===== config.mk =====
export PLATFORM = sky130hd
export DESIGN_NAME = ordered_record_list_engine
export DESIGN_NICKNAME = d
export VERILOG_FILES = /design/src/rtl/orle_pkg.sv /design/src/rtl/orle_ram.sv /design/src/rtl/orle_match.sv /design/src/rtl/ordered_record_list_engine.sv
export SDC_FILE = /design/constraint.sdc
export NUM_CORES = 2
export LEC_CHECK = 0
export BUFFER_PORTS_ARGS = -buffer_cell sky130_fd_sc_hd__buf_2
export CAP_MARGIN = 20
export CELL_PAD_IN_SITES_DETAIL_PLACEMENT = 0
export CELL_PAD_IN_SITES_GLOBAL_PLACEMENT = 1
export CORE_MARGIN = 4
export CORE_UTILIZATION = 40
export CTS_CLUSTER_DIAMETER = 200
export CTS_CLUSTER_SIZE = 28
export DETAILED_ROUTE_END_ITERATION = 8
export GPL_TIMING_DRIVEN = 0
export PLACE_DENSITY = 0.65
export SLEW_MARGIN = 30
export SYNTH_ARGS = -nofsm -noshare
export SYNTH_HDL_FRONTEND = slang
export SYNTH_SLANG_ARGS = --single-unit

===== constraint.sdc =====
create_clock -name clk -period 13.4 [get_ports clk]
set_input_delay 1.34 -clock clk [delete_from_list [all_inputs] [get_ports clk]]
set_output_delay 1.34 -clock clk [all_outputs]
set_load 0.03 [all_outputs]

===== src/rtl/orle_pkg.sv =====
package orle_pkg;

  localparam int CAPACITY   = 16;
  localparam int NAME_BYTES = 8;

  localparam int CNT_W = $clog2(CAPACITY + 1);
  localparam int IDX_W = $clog2(CAPACITY);
  localparam int REC_W = 96;

  localparam logic [63:0] NAME_MASK = 64'((128'(1) << (NAME_BYTES * 8)) - 128'(1));

  localparam logic [1:0] REQ_APPEND   = 2'd0;
  localparam logic [1:0] REQ_DELETE   = 2'd1;
  localparam logic [1:0] REQ_POP_TAIL = 2'd2;
  localparam logic [1:0] REQ_POP_HEAD = 2'd3;

  localparam logic [1:0] ST_DONE      = 2'd0;
  localparam logic [1:0] ST_NOT_FOUND = 2'd1;
  localparam logic [1:0] ST_FULL      = 2'd2;
  localparam logic [1:0] ST_EMPTY     = 2'd3;

  typedef struct packed {
    logic [1:0]         req_type;
    logic               match_by_name;
    logic signed [31:0] item_code;
    logic [63:0]        item_name;
  } request_t;

  typedef struct packed {
    logic [1:0]         status;
    logic signed [31:0] removed_code;
    logic [63:0]        removed_name;
    logic [4:0]         entry_count;
  } result_t;

  typedef struct packed {
    logic signed [31:0] code;
    logic [63:0]        name;
  } record_t;

  typedef struct packed {
    logic        force_hit;
    logic        by_name;
    logic [31:0] code;
    logic [63:0] name;
  } match_key_t;

endpackage


===== src/rtl/orle_ram.sv =====
module orle_ram #(
  parameter int WIDTH = 8,
  parameter int DEPTH = 16
) (
  input  logic                     clk,
  input  logic                     wr_en,
  input  logic [$clog2(DEPTH)-1:0] wr_addr,
  input  logic [WIDTH-1:0]         wr_data,
  input  logic [$clog2(DEPTH)-1:0] rd_addr,
  output logic [WIDTH-1:0]         rd_data
);

  logic [WIDTH-1:0] mem [DEPTH];

  always_ff @(posedge clk) begin
    if (wr_en) begin
      mem[wr_addr] <= wr_data;
    end
    rd_data <= mem[rd_addr];
  end

endmodule


===== src/rtl/orle_match.sv =====
module orle_match (
  input  orle_pkg::match_key_t key,
  input  orle_pkg::record_t    entry,
  output logic                 hit
);

  logic code_eq;
  logic name_eq;

  assign code_eq = (entry.code == key.code);
  assign name_eq = (entry.name == key.name);
  assign hit     = key.force_hit | (key.by_name ? name_eq : code_eq);

endmodule


===== src/rtl/ordered_record_list_engine.sv =====
// Channel   Direction  Signals                Transfer when
// request   in         start, request, busy   start high and busy low at a clock edge
// result    out        done, result           done high; one cycle, never held off
//
// Append, and any removal from an empty list, gives its result on the cycle after it
// is taken, and busy stays low throughout.
// Delete and head pop keep busy high while the single RAM read port walks one entry a
// cycle to find the record, then moves later entries down one a cycle.
// Tail pop passes through S_TAIL, where the registered RAM read gives the last entry.
// Reset empties the list at once; the stores need no clearing.
// The receiver cannot stall, so each result is shown for exactly one cycle.
module ordered_record_list_engine (
  input  logic               clk,
  input  logic               rst,
  input  logic               start,
  input  orle_pkg::request_t request,
  output logic               busy,
  output logic               done,
  output orle_pkg::result_t  result
);

  typedef enum logic [3:0] {
    S_IDLE   = 4'b0001,
    S_SEARCH = 4'b0010,
    S_SHIFT  = 4'b0100,
    S_TAIL   = 4'b1000
  } state_t;

  localparam logic [orle_pkg::CNT_W-1:0] CNT_ONE  = orle_pkg::CNT_W'(1);
  localparam logic [orle_pkg::CNT_W-1:0] CNT_FULL = orle_pkg::CNT_W'(orle_pkg::CAPACITY);

  state_t                      state;
  logic [orle_pkg::CNT_W-1:0]  count;
  logic [orle_pkg::CNT_W-1:0]  ptr;
  orle_pkg::request_t          key;
  orle_pkg::record_t           removed;

  logic                        wr_en;
  logic [orle_pkg::IDX_W-1:0]  wr_addr;
  logic [orle_pkg::REC_W-1:0]  wr_data;
  logic [orle_pkg::IDX_W-1:0]  rd_addr;
  logic [orle_pkg::REC_W-1:0]  rd_data;
  orle_pkg::record_t           rd_rec;
  orle_pkg::record_t           new_rec;
  orle_pkg::match_key_t        mkey;
  logic                        hit;
  logic [orle_pkg::CNT_W-1:0]  ptr_inc;
  logic [orle_pkg::CNT_W-1:0]  count_dec;

  assign busy      = (state != S_IDLE);
  assign rd_rec    = orle_pkg::record_t'(rd_data);
  assign ptr_inc   = ptr + CNT_ONE;
  assign count_dec = count - CNT_ONE;

  assign new_rec.code = request.item_code;
  assign new_rec.name = request.item_name & orle_pkg::NAME_MASK;

  assign mkey.force_hit = (key.req_type == orle_pkg::REQ_POP_HEAD);
  assign mkey.by_name   = key.match_by_name;
  assign mkey.code      = key.item_code;
  assign mkey.name      = key.item_name;

  orle_match u_match (
    .key   (mkey),
    .entry (rd_rec),
    .hit   (hit)
  );

  always_comb begin
    wr_en   = 1'b0;
    wr_addr = count[orle_pkg::IDX_W-1:0];
    wr_data = new_rec;
    rd_addr = '0;
    unique case (state)
      S_IDLE: begin
        if (start && request.req_type == orle_pkg::REQ_APPEND && count != CNT_FULL) begin
          wr_en = 1'b1;
        end
        if (request.req_type == orle_pkg::REQ_POP_TAIL) begin
          rd_addr = count_dec[orle_pkg::IDX_W-1:0];
        end
      end
      S_SEARCH: begin
        rd_addr = ptr_inc[orle_pkg::IDX_W-1:0];
      end
      S_SHIFT: begin
        rd_addr = ptr_inc[orle_pkg::IDX_W-1:0] + orle_pkg::IDX_W'(1);
        wr_addr = ptr[orle_pkg::IDX_W-1:0];
        wr_data = rd_data;
        wr_en   = (ptr_inc < count);
      end
      S_TAIL: begin
        rd_addr = '0;
      end
      default: begin
        rd_addr = '0;
      end
    endcase
  end

  orle_ram #(
    .WIDTH (orle_pkg::REC_W),
    .DEPTH (orle_pkg::CAPACITY)
  ) u_store (
    .clk     (clk),
    .wr_en   (wr_en),
    .wr_addr (wr_addr),
    .wr_data (wr_data),
    .rd_addr (rd_addr),
    .rd_data (rd_data)
  );

  always_ff @(posedge clk) begin
    if (rst) begin
      state <= S_IDLE;
      count <= '0;
      ptr   <= '0;
      done  <= 1'b0;
    end else begin
      done <= 1'b0;
      unique case (state)
        S_IDLE: begin
          if (start) begin
            key <= {request.req_type, request.match_by_name, request.item_code, new_rec.name};
            ptr                <= '0;
            result.removed_code <= '0;
            result.removed_name <= '0;
            if (request.req_type == orle_pkg::REQ_APPEND) begin
              done <= 1'b1;
              if (count == CNT_FULL) begin
                result.status      <= orle_pkg::ST_FULL;
                result.entry_count <= 5'(count);
              end else begin
                count              <= count + CNT_ONE;
                result.status      <= orle_pkg::ST_DONE;
                result.entry_count <= 5'(count + CNT_ONE);
              end
            end else if (count == '0) begin
              done               <= 1'b1;
              result.status      <= orle_pkg::ST_EMPTY;
              result.entry_count <= 5'(count);
            end else if (request.req_type == orle_pkg::REQ_POP_TAIL) begin
              state <= S_TAIL;
            end else begin
              state <= S_SEARCH;
            end
          end
        end
        S_SEARCH: begin
          if (hit) begin
            removed <= rd_rec;
            state   <= S_SHIFT;
          end else if (ptr == count_dec) begin
            done               <= 1'b1;
            result.status      <= orle_pkg::ST_NOT_FOUND;
            result.entry_count <= 5'(count);
            state              <= S_IDLE;
          end else begin
            ptr <= ptr_inc;
          end
        end
        S_SHIFT: begin
          if (ptr_inc < count) begin
            ptr <= ptr_inc;
          end else begin
            done                <= 1'b1;
            result.status       <= orle_pkg::ST_DONE;
            result.removed_code <= removed.code;
            result.removed_name <= removed.name;
            result.entry_count  <= 5'(count_dec);
            count               <= count_dec;
            state               <= S_IDLE;
          end
        end
        S_TAIL: begin
          done                <= 1'b1;
          result.status       <= orle_pkg::ST_DONE;
          result.removed_code <= rd_rec.code;
          result.removed_name <= rd_rec.name;
          result.entry_count  <= 5'(count_dec);
          count               <= count_dec;
          state               <= S_IDLE;
        end
        default: begin
          state <= S_IDLE;
        end
      endcase
    end
  end

endmodule


==> impl_metrics.json <==
{
  "worst_slew_pin_slew_ns": 1.07,
  "h-tree-depth": 3,
  "synthArstFlopShare": 0,
  "final_area_um2": 86000,
  "dieArea_um2": 197000,
  "core_um2": 188000,
  "drive_gt1_frac": 0.111,
  "crit_path_end_kind": "flip-flop",
  "detail_route.vias_per_cell": 5.88,
  "ctsHoldBuffers": 0,
  "clockRootBuffer": "clkbuf_16",
  "dr.pass1.iters": 6,
  "reg2reg_to": "u_store.rd_data[71]$_DFF_P_",
  "drc": 0,
  "ir_drop_v": 0.000118,
  "grt_pass1_wl_um": 355000,
  "status": "complete, no violations",
  "post-place-ws_ns": 8.00,
  "hold_viol_final": 0,
  "finalSetupViolations": 0,
  "min_to": "removed[61]$_DFFE_PP_",
  "min_path_cells": 0,
  "clkSinkCount": 1945,
  "worstPathMaxFanout": 10,
  "hold_path.class": "flip-flop to flip-flop",
  "synth_cell_types": 59,
  "syn_to_final_growth_pct": 13.0,
  "cts_resized": 0,
  "synth_nets": 5402,
  "fp-row-count": 159,
  "synth_ff_type": "edfxtp_1",
  "arrival_ns": 5.59,
  "fmax_mhz": 201,
  "initial_core_util": 0.404,
  "synthMuxAreaShare": 0.000937,
  "finalPower_w": 0.0148,
  "synth-seq-area-share": 0.753,
  "clockBufferDepth": 3,
  "drv_cap": 0,
  "relSlewSlack": 0.285,
  "rsz0062_at_grt": "false",
  "powerDensity_nw_per_um2": 172,
  "die_y_um": 444,
  "yosysWarnings": 0,
  "place.gp.congestion": 0.865,
  "path_class": "flip-flop to flip-flop",
  "grt_usage": 0.252,
  "antenna_left": 0,
  "io_pins": 207,
  "vias": 48600,
  "nets": 5814,
  "synth_top_family_by_area": "compound AO/OA/AOI/OAI gates",
  "rrSetupSlack_ns": 8.42,
  "syn_inst": 5291,
  "portBuffers": 206,
  "fin_crit_sh": 0.372,
  "wire_per_inst_um": 31.0,
  "reg2reg_from": "count[0]$_SDFFE_PP0P_",
  "drv_slew": 0,
  "holdCritStartpoint": "u_store.rd_data[61]$_DFF_P_",
  "critPathLaunchType": "flip-flop",
  "hpwlAfterDp_um": 181000,
  "drt_iter0_markers": 5883,
  "antenna_found_initial": 19,
  "grt-ovfl-total": 0,
  "synth-edff-count": 1834,
  "setup_slack_ns": 8.42,
  "ys_seq_elements": 1945,
  "synthXorXnorAreaFrac": 0.0117,
  "clock_latency_ns": 0.75,
  "die-width_um": 444,
  "drt_wl_total_um": 256000,
  "leakage_nw": 28.7,
  "synthAdderAreaFrac": 0.00148,
  "fin_crit_ns": 4.98,
  "avgSynthCellArea_um2": 14.4,
  "cts.clk_slew.worst_paths_ns": 0.11,
  "critPathRequiredTime_ns": 14.01,
  "grt_max_degree": 44,
  "grt_pass1_vias": 46000,
  "post_cts_buffers": 0,
  "cts_tree": "done",
  "cts_buffers": 79,
  "synth-compound-area-share": 0.115,
  "synthSimpleGateAreaFrac": 0.0929,
  "reg2reg_depth": 10,
  "fin_skew_ns": 0.0474,
  "placed_area_um2": 83700,
  "synth.cell_area_um2": 76100
}
==> worst max-delay path by stage <==
| stage | start | to | slack, ns | cells after the start |
|---|---|---|---|---|
| after CTS | u_store.rd_data[12]$_DFF_P_ | removed[19]$_DFFE_PP_ | 8.27 | 10 |
| after floorplan | rst | result[100]$_DFFE_PP_ | 3.90 | 3 |
| final | count[0]$_SDFFE_PP0P_ | u_store.rd_data[71]$_DFF_P_ | 8.42 | 10 |
| after detailed placement | request[97] | u_store.rd_data[71]$_DFF_P_ | 8.00 | 10 |
| after global placement | ptr[0]$_SDFFE_PP0P_ | result[33]$_DFFE_PP_ | -1.53 | 9 |
| after global routing | count[0]$_SDFFE_PP0P_ | u_store.rd_data[71]$_DFF_P_ | 8.22 | 10 |
==> placed cells by master (no fill, tap or decap), types with 24 or more instances in the layout <==
cell	n
edfxtp_1	1834
nand2_1	1063
a211oi_1	482
and3_1	386
buf_2	346
clkbuf_1	280
a21oi_1	203
a31oi_1	196
a311oi_1	192
dfxtp_1	111
buf_16	104
xnor2_1	96
a22o_1	96
clkbuf_16	81
clkbuf_2	27
nor2_1	24
==> flip-flops by register name (all words and copies together) (netlist names) <==
signal / flops
state: 4
removed: 96
ptr: 5
u_store.mem: 1536
done: 1
count: 5
key: 99
result: 103
u_store.rd_data: 96
==> report_power, final <==
group,internal (W),total [W],switching (W)
clock network,0.00117,0.00302,0.00185
registers,0.00709,0.00754,0.000453
logic,0.00118,0.00421,0.00302
total,0.00944,0.0148,0.00533
==> Yosys cell counts, drive strengths merged (96+ instances only) <==
cell type,n,area [um^2]
edfxtp,1834,55100
nand2,1064,4000
a211oi,483,3630
and3,387,2420
clkbuf,247,927
a21oi,203,1020
a31oi,198,1240
a311oi,192,1680
buf,168,891
dfxtp,111,2220
a22o,96,841
xnor2,96,841
==> metal layers <==
metal	share of wire	track usage
met2	0.46	0.395
met4	0.057	0.125
met1	0.41	0.348
met5	0.00036	0
met3	0.075	0.0339
==> cell type report <==
type	count	area (um^2)
fillers	16600	102000
flip-flops and latches	1945	57300
multi-input cells	2911	17100
repair buffers	331	4220
well taps	2495	3120
clock buffers	141	2250
plain buffers	415	1850
inverters	20	75.1
clock inverters	4	57.6
diodes	3	7.51
==> logic make-up after synthesis <==
| kind of cell | count (synthesis) |
|---|---|
| buf+inv | 435 |
| compound gates | 1222 |
| fa+ha+maj | 9 |
| mux | 7 |
| simple gates | 1571 |
| flops | 1945 |
| xor+xnor | 102 |
==> worst max-delay path, stage by stage (launching register included) <==
cell and delay (ns):
dfxtp_1 0.41, clkbuf_1 0.36, inv_1 0.21, ha_1 0.47
o221ai_2 0.36, buf_2 0.84, buf_2 0.80, buf_1 0.58
a31oi_1 0.19, a21oi_1 0.44, a21oi_1 0.16
==> metrics by stage <==
step                      setup TNS [ns]   util  instances  hold slack, ns
after global placement           -144.64  0.426       7992           0.450
final                                  0  0.456       8265           0.479
after global routing                   0  0.456       8263           0.501
after floorplan                        0      -       5291           0.431
after detailed placement               0  0.444       8117           0.456
after CTS                              0  0.456       8262           0.483
No activity file was read; power rests on OpenSTA's default activity.
